## src/etf_pkg.sv

```systemverilog
// ----------------------------------------------------------------------------
// etf_pkg
// Shared types, codes and helpers for the escape-time fractal pixel unit.
// ----------------------------------------------------------------------------
package etf_pkg;

    localparam int unsigned COORD_W = 32;
    localparam int unsigned INDEX_W = 9;
    localparam int unsigned ITER_W  = 8;
    localparam int unsigned COLOR_W = 8;
    localparam int unsigned CFG_IDX_W = 3;
    localparam int unsigned CFG_DATA_W = 32;

    // Palette divider widths: numerators stay below 2^18, divisors below 2^10.
    localparam int unsigned NUM_W = 18;
    localparam int unsigned DEN_W = 10;

    typedef enum logic [CFG_IDX_W-1:0] {
        REG_KIND      = 3'd0,
        REG_LIMIT     = 3'd1,
        REG_JULIA_RE  = 3'd2,
        REG_JULIA_IM  = 3'd3,
        REG_ORIGIN_RE = 3'd4,
        REG_ORIGIN_IM = 3'd5,
        REG_STEP_RE   = 3'd6,
        REG_STEP_IM   = 3'd7
    } etf_reg_t;

    typedef enum logic [2:0] {
        ST_IDLE,
        ST_LOAD,
        ST_MUL,
        ST_ADD,
        ST_SETUP,
        ST_DIV,
        ST_OUT
    } etf_state_t;

    // One mapped pixel waiting between the front and the back.
    typedef struct packed {
        logic [INDEX_W-1:0]        col;
        logic [INDEX_W-1:0]        row;
        logic signed [COORD_W-1:0] pr;
        logic signed [COORD_W-1:0] pi;
    } etf_item_t;

    // Saturate a signed value to the signed 32-bit range.
    function automatic logic signed [COORD_W-1:0] sat32(input logic signed [47:0] v);
        logic signed [47:0] hi;
        logic signed [47:0] lo;
        hi = 48'sh0000_7FFF_FFFF;
        lo = -48'sh0000_8000_0000;
        if (v > hi) begin
            return 32'sh7FFF_FFFF;
        end else if (v < lo) begin
            return -32'sh8000_0000;
        end
        return v[COORD_W-1:0];
    endfunction

endpackage

```

## src/etf_front.sv

```systemverilog
// ----------------------------------------------------------------------------
// etf_front
// Accepts grid positions, maps them to Q4.28 points and queues them.
// ----------------------------------------------------------------------------
module etf_front
    import etf_pkg::*;
(
    input  logic                      clk,
    input  logic                      rst_n,
    input  logic                      start,
    output logic                      busy,
    input  logic [INDEX_W-1:0]        column,
    input  logic [INDEX_W-1:0]        row,
    input  logic signed [COORD_W-1:0] origin_re,
    input  logic signed [COORD_W-1:0] origin_im,
    input  logic [30:0]               step_re,
    input  logic [30:0]               step_im,
    output logic                      q_valid,
    output etf_item_t                 q_item,
    input  logic                      q_pop
);

    localparam int unsigned DEPTH = 2;

    logic                 st_valid_reg;
    logic [INDEX_W-1:0]   st_col_reg;
    logic [INDEX_W-1:0]   st_row_reg;
    logic [39:0]          prod_re_reg;
    logic [39:0]          prod_im_reg;

    etf_item_t            mem [DEPTH];
    logic                 wr_ptr_reg;
    logic                 rd_ptr_reg;
    logic [1:0]           count_reg;
    logic [1:0]           count_next;

    logic                 accept;
    etf_item_t            push_item;
    logic signed [47:0]   sum_re;
    logic signed [47:0]   sum_im;

    // A staged item always finds a free slot, because busy counts it.
    assign busy   = (count_reg + {1'b0, st_valid_reg}) >= 2'(DEPTH);
    assign accept = start && !busy;

    assign sum_re = 48'(origin_re) + $signed({8'd0, prod_re_reg});
    assign sum_im = 48'(origin_im) + $signed({8'd0, prod_im_reg});

    always_comb
    begin
        push_item.col = st_col_reg;
        push_item.row = st_row_reg;
        push_item.pr  = sat32(sum_re);
        push_item.pi  = sat32(sum_im);
    end

    always_comb
    begin
        count_next = count_reg;
        if (st_valid_reg && !q_pop) begin
            count_next = count_reg + 2'd1;
        end else if (!st_valid_reg && q_pop) begin
            count_next = count_reg - 2'd1;
        end
    end

    always_ff @(posedge clk or negedge rst_n)
    begin
        if (!rst_n) begin
            st_valid_reg <= 1'b0;
            wr_ptr_reg   <= 1'b0;
            rd_ptr_reg   <= 1'b0;
            count_reg    <= 2'd0;
        end else begin
            st_valid_reg <= accept;
            count_reg    <= count_next;
            if (st_valid_reg) begin
                wr_ptr_reg <= !wr_ptr_reg;
            end
            if (q_pop) begin
                rd_ptr_reg <= !rd_ptr_reg;
            end
        end
    end

    always_ff @(posedge clk)
    begin
        if (accept) begin
            st_col_reg  <= column;
            st_row_reg  <= row;
            prod_re_reg <= 40'(column) * 40'(step_re);
            prod_im_reg <= 40'(row) * 40'(step_im);
        end
        if (st_valid_reg) begin
            mem[wr_ptr_reg] <= push_item;
        end
    end

    assign q_valid = count_reg != 2'd0;
    assign q_item  = mem[rd_ptr_reg];

endmodule

```

## config.mk

```make
export PLATFORM = sky130hd
export DESIGN_NAME = etf_front
export DESIGN_NICKNAME = d
export VERILOG_FILES = /design/src/etf_pkg.sv /design/src/etf_front.sv
export SDC_FILE = /design/constraint.sdc
export NUM_CORES = 2
export LEC_CHECK = 0
export BUFFER_PORTS_ARGS = -buffer_cell sky130_fd_sc_hd__clkbuf_2
export CORE_MARGIN = 5
export CORE_UTILIZATION = 60
export DETAILED_ROUTE_END_ITERATION = 8
export PLACE_DENSITY = 0.84
export SETUP_SLACK_MARGIN = 0.1
export SLEW_MARGIN = 20
export SYNTH_ARGS = -nofsm -noshare
export SYNTH_HDL_FRONTEND = slang
export SYNTH_SLANG_ARGS = --single-unit
export TNS_END_PERCENT = 1
```

## constraint.sdc

```tcl
create_clock -name clk -period 9.6 [get_ports clk]
set_clock_uncertainty 0.1 [all_clocks]
set_input_delay 1.92 -clock clk [delete_from_list [all_inputs] [get_ports clk]]
set_output_delay 1.92 -clock clk [all_outputs]
set_load 0.02 [all_outputs]
```

* After elaboration in Yosys (flattened, before gate mapping)
Memories as Yosys holds them, arrays and structs flattened.
Index checks and enable logic that the tools add are counted.
** Word-level totals
- Bits in registers :: 103
- Memory bits (writable) :: 164
- Logic and storage cells :: 45
- Memories kept :: 1
** Memories
- mem :: depth 2, bits a word 82, rd ports 1, clocked after memory_dff 0, wr ports 1, RTL line etf_front.sv:31 : etf_item_t mem [DEPTH];
** Operators by class
- Add/subtract/negate cells :: 5
- $mul :: 2
- Magnitude comparators :: 5
- Mux-type cells :: 14
- Reductions and logical operators :: 10
** Operator list (number)
- $mux W32 :: 6
- $add A32 B41 Y42 :: 2
- $gt A42 B32 Y1 const B :: 2
- $lt A42 B32 Y1 const B :: 2
- $mul A9 B31 Y40 :: 2
- $mux W1 :: 6
- $logic_not A1 Y1 :: 5
- $mux W2 :: 2
- $reduce_bool A2 Y1 :: 2
- $logic_and A1 B1 Y1 :: 3
- $add A2 B1 Y2 :: 1
- $add A2 B1 Y2 const B :: 1
- $ge A2 B2 Y1 const B :: 1
- $sub A2 B1 Y2 const B :: 1

* Depth between registers and ports, before layout
- Depth after elaboration :: 5
- Mapped depth :: 23
- Depth with buffers taken out :: 22

* Worst setup path after synthesis
Ideal clock, no wire load.
- Path kind :: input to register
- From :: input column[0]
- To :: register prod_re_reg[39], data pin
- Arrival :: 6.854 ns
- Data required time :: 9.240 ns
- Path slack :: 2.386 ns
- Cell stages on the path :: 21
- Path buffers :: 1
- Path through :: clkbuf_1 -> nand2_1 -> fa_1 -> inv_1 -> fa_1 -> fa_1 -> inv_1 -> fa_1 -> inv_1 -> ha_1 -> or2_2 -> or3_1 -> o221ai_1 -> o21ai_1 -> a21o_1 -> and3_1 -> o22ai_1 -> o21ai_1 -> o41ai_1 -> o21ai_1 -> xnor2_1
** On the way
- Longest elaborated chain between the ends :: 1
** RTL lines
- start: declaration :: RTL line etf_front.sv:12 : input logic [INDEX_W-1:0] column,
- $mul A9 B31 Y40 :: RTL line etf_front.sv:91 : prod_re_reg <= 40'(column) * 40'(step_re);
- end signal: assignment :: RTL line etf_front.sv:91
- end: declaration :: RTL line etf_front.sv:28 : logic [39:0] prod_re_reg;
No other way between the ends.
A chain may end at the register's enable or synchronous reset.

* Worst setup path in the final report
- From :: input row[0]
- To :: register prod_im_reg[34], data pin
** On the way
- Longest elaborated chain between the ends :: 1
** RTL lines
- start: declaration :: RTL line etf_front.sv:13 : input logic [INDEX_W-1:0] row,
- $mul A9 B31 Y40 :: RTL line etf_front.sv:92 : prod_im_reg <= 40'(row) * 40'(step_im);
- end signal: assignment :: RTL line etf_front.sv:92
- end: declaration :: RTL line etf_front.sv:29 : logic [39:0] prod_im_reg;
No other way between the ends.

==> results summary <==
The run finished with clean final reports. The root buffer cell chosen for the clock tree is clkbuf_16. Setup repair after global routing left no endpoint under its margin. Counting flops and latches in the post-synthesis netlist gives about 270. The post-route netlist has 11.9% of its cells at a drive strength greater than 1.

The floorplan die width came out at between 200 and 250 um. The initial antenna violation count came to 15. The synthesized area is between 30000 and 40000 um2. The maximum frequency from static timing analysis is 0.133 GHz. The number of H-tree branching levels came out at 1.

The number of filler instances in the final layout is 4035. The total congestion overflow after global routing is 0. The smallest clock period supported by the final layout is computed as 7.54 ns.

The number of rows created at floorplan is 84. The largest stage delay on the critical path came out at around 0.57 ns. The number of routed nets with antenna violations is 0. The pin slew with the least headroom to its limit is 1.04 ns. The number of cells produced by synthesis is 3219. The static power due to leakage came out at 15.9 nW. Registers take 8000 um2. The worst slew margin relative to its limit came out at 30.6%. Relative to the synthesized area, the layout overhead comes to 7.53%. The final layout contains routed wiring with a total length of 75000 um. The area of the die came out at just under 60000 um2. The number of placed instances with taps included came out at 4012. In this run the critical register-to-register path is launched from prod_re_reg[0]. The minimum hold slack is around 0.34 ns. The number of flops mapped to enable cells by yosys is between 200 and 300.

In this run the mean area of a mapped cell was 9.93 um2. TritonCTS built the clock tree. The path category of the worst min-delay check is flop to flop. The worst setup path is launched from an input port.

The number of cells on the worst reg-to-reg path is 13. In this run the cell area measured after placement is 33500 um2. The number of endpoints failing setup at the final stage is 0. The y dimension of the die came out at 241 um. The cell family contributing the most delay on the critical path is adder cells. The clock transition at the register clock pins on the worst setup and hold paths after CTS came out at 0.07 ns.

The reported max-cap violation count is 0. For this run, the post-layout net count is 4113. The yosys synthesis warning count came out at 0. The net count of the mapped netlist came out at 3980. The worst path uses 78.6% of the clock period. Walking the worst path, the cells encountered are clkbuf_2 > nand2_1 > fa_1 > inv_1 > fa_1 > inv_1 > fa_1 > fa_1 > inv_1 > ha_1 > o21a_1 > o31ai_1 > a21oi_1 > a311oi_1 > a211oi_1 > o31ai_1 > a21oi_1 > o21ai_0 > nor2b_1 > o21ai_0 > xor2_1. The maximum clock insertion buffer count came out at 3.

In this run the worst setup path begins at row[0]. The sequential fraction of the synthesis area came out at approximately a quarter. The total global-route track usage is between 20% and 30%.

The most common flop cell mapped by yosys is edfxtp_1. The average routed wire per standard cell came out at 18.4 um. The violation count after the first detailed-route iteration came out at 1748. The maximum vdd ir drop came out at roughly 0.21 mV. Detailed placement finished with a half-perimeter wire length of 58000 um.

The critical path class is input port to flop. The via density per instance is 5.79. The summed negative setup slack over all endpoints is 0 ns. The number of instances resized during post-cts repair is 0. After synthesis, the netlist uses 84 different library cells. 232 I/O pins were placed. The number of buffers inserted for hold repair after clock tree synthesis is 0.

The first TritonRoute pass finished after 5 iterations. The core footprint is 52700 um2. The number of standard cells in the final layout excluding fillers is between 4000 and 5000.

The number of global-route vias before repair came out at between 20000 and 25000. The cell that appears most often on the critical path is fa_1. The initial cell density of the core is 60.7%.

In this run the critical register-to-register path is captured at mem[0][61]. The slowest cell on the critical path is fa_1. Counting both buffers and inverters, the worst setup path holds a total of 4. The flip-flop count of the largest register, all copies and words added is 164. The final-report max-slew violation count came out at 0. The number of design rule violations left after detail routing came out at 0. The total area of multi-input combinational cells came out at between 20000 and 25000 um2. Clock latency on the worst-skew pair, taken at its later pin, is between 0.5 and 0.6 ns. The final hold violation count came to 0. The pin count of the biggest net entering global routing came out at 74.

The number of buffer cells added on primary ports is approximately 230. The setup fix buffers added after clock tree synthesis came out at 0. The last weighted congestion value of the routability-driven placer came out at 0.932.

The total CTS buffers came out at 25. The endpoint type of the worst setup path is a flop. The design area came out at 34400 um2. The top fanout value on the critical path came out at 32. The ratio of total power to cell area is between 300 and 400 nW/um2.

The wire length of the first global-routing pass is 123000 um. The worst-case register-to-register setup slack came out at 4.81 ns. Data on the critical path arrives at its endpoint at 7.73 ns. The total number of vias is 23600. In this run the worst setup path terminates at prod_im_reg[34]. The fraction of registers with async set or reset after synthesis is approximately 1.9%. The critical path runs through a total of 21 cells. The required time at the endpoint of the critical path is 9.78 ns. The clock net in this run drives a total of about 270 sinks.
## stage by stage
step                      power [mW]  util (%)  setup slack (ns)
after global routing            12.6      65.3              1.56
final                           11.6      65.3              2.06
after floorplan                 8.43         -              2.39
after global placement          10.2      63.6              1.60
after CTS                       11.5      65.2              2.04
after detailed placement        10.4      63.6              1.50
## cell type report
cell class	instances	share of cell area, %
clock inverters	18	0.535
clock buffers	26	1.83
multi-input cells	2316	62.7
flip-flops and latches	267	23.3
diodes	15	0.109
well taps	688	2.50
repair buffers	239	3.55
inverters	503	5.49
## synthesized netlist by cell type, types with 5 or more instances
master	instances	area, um2
ha_1	203	2540
a41oi_1	5	43.8
or3_1	8	50.1
o22ai_1	6	37.5
a31oi_1	7	43.8
buf_2	13	65.1
a311oi_1	5	43.8
xnor2_1	101	885
a21oi_1	139	696
and3_1	17	106
inv_1	503	1890
o2111ai_1	5	43.8
o31ai_1	7	52.6
o21ai_1	38	190
dfrtp_1	5	125
a211oi_1	16	120
nor2b_1	16	100
clkbuf_1	111	417
o211ai_1	11	82.6
nand2b_1	20	125
o21ai_0	55	275
nand2_1	325	1220
a21o_1	86	646
nor2_1	88	330
edfxtp_1	262	7870
nor3_1	25	125
o21a_1	29	218
and2_1	344	2150
nand4_1	20	125
o21bai_1	23	173
or2_2	10	62.6
nand3_1	33	165
a211o_1	6	52.6
mux2_2	83	935
xor2_1	68	596
fa_1	410	8210
and4_1	5	43.8
o311ai_1	31	272
## per-layer routing
metal  track usage [%]  share of wire (%)
met1              38.4                 43
met2              40.3                 46
met3              3.74                7.6
met4              8.12                2.8
met5                 0                  0
## kinds of logic (layout without fill, tap and decap cells)
family	Yosys count	count (layout)	share of synthesized area, %
fa+ha+maj	613	613	33.6
buf+inv	636	786	7.64
mux	84	84	2.96
other cells	0	15	0
flops	267	267	25.0
compound gates	522	522	11.3
xor+xnor	169	169	4.63
simple gates	928	928	14.8
## where the power goes
group | total (mW) | switching (mW) | internal [mW]
logic | 8.23 | 4.99 | 3.25
registers | 2.33 | 0.162 | 2.16
clock network | 0.994 | 0.435 | 0.560
total | 11.6 | 5.58 | 5.97
## cell usage in the layout, fill, tap and decap left out, types with 20 or more instances in the layout
cell type	count
nand2_1	325
xnor2_1	100
inv_1	503
nand4_1	20
o21ai_1	38
o21ai_0	55
nand3_1	33
edfxtp_1	262
a21oi_1	139
clkbuf_16	25
ha_1	203
a21o_1	86
nor2_1	87
and2_1	343
xor2_1	68
nor3_1	25
o21bai_1	23
fa_1	410
o21a_1	29
mux2_2	83
clkbuf_2	231
o311ai_1	31
## worst min-delay path by stage
stage	startpoint	to	slack [ns]	depth (start not counted)
6_report	st_row_reg[4]	mem[1][68]	0.34	0
5_1_grt	st_row_reg[0]	mem[0][64]	0.36	0
2_1_floorplan	st_row_reg[0]	mem[0][64]	0.32	0
3_5_place_dp	st_row_reg[0]	mem[0][64]	0.34	0
4_1_cts	st_row_reg[4]	mem[0][68]	0.34	0
3_3_place_gp	st_col_reg[6]	mem[0][79]	0.32	0
Power figures use the tool's default switching activity.
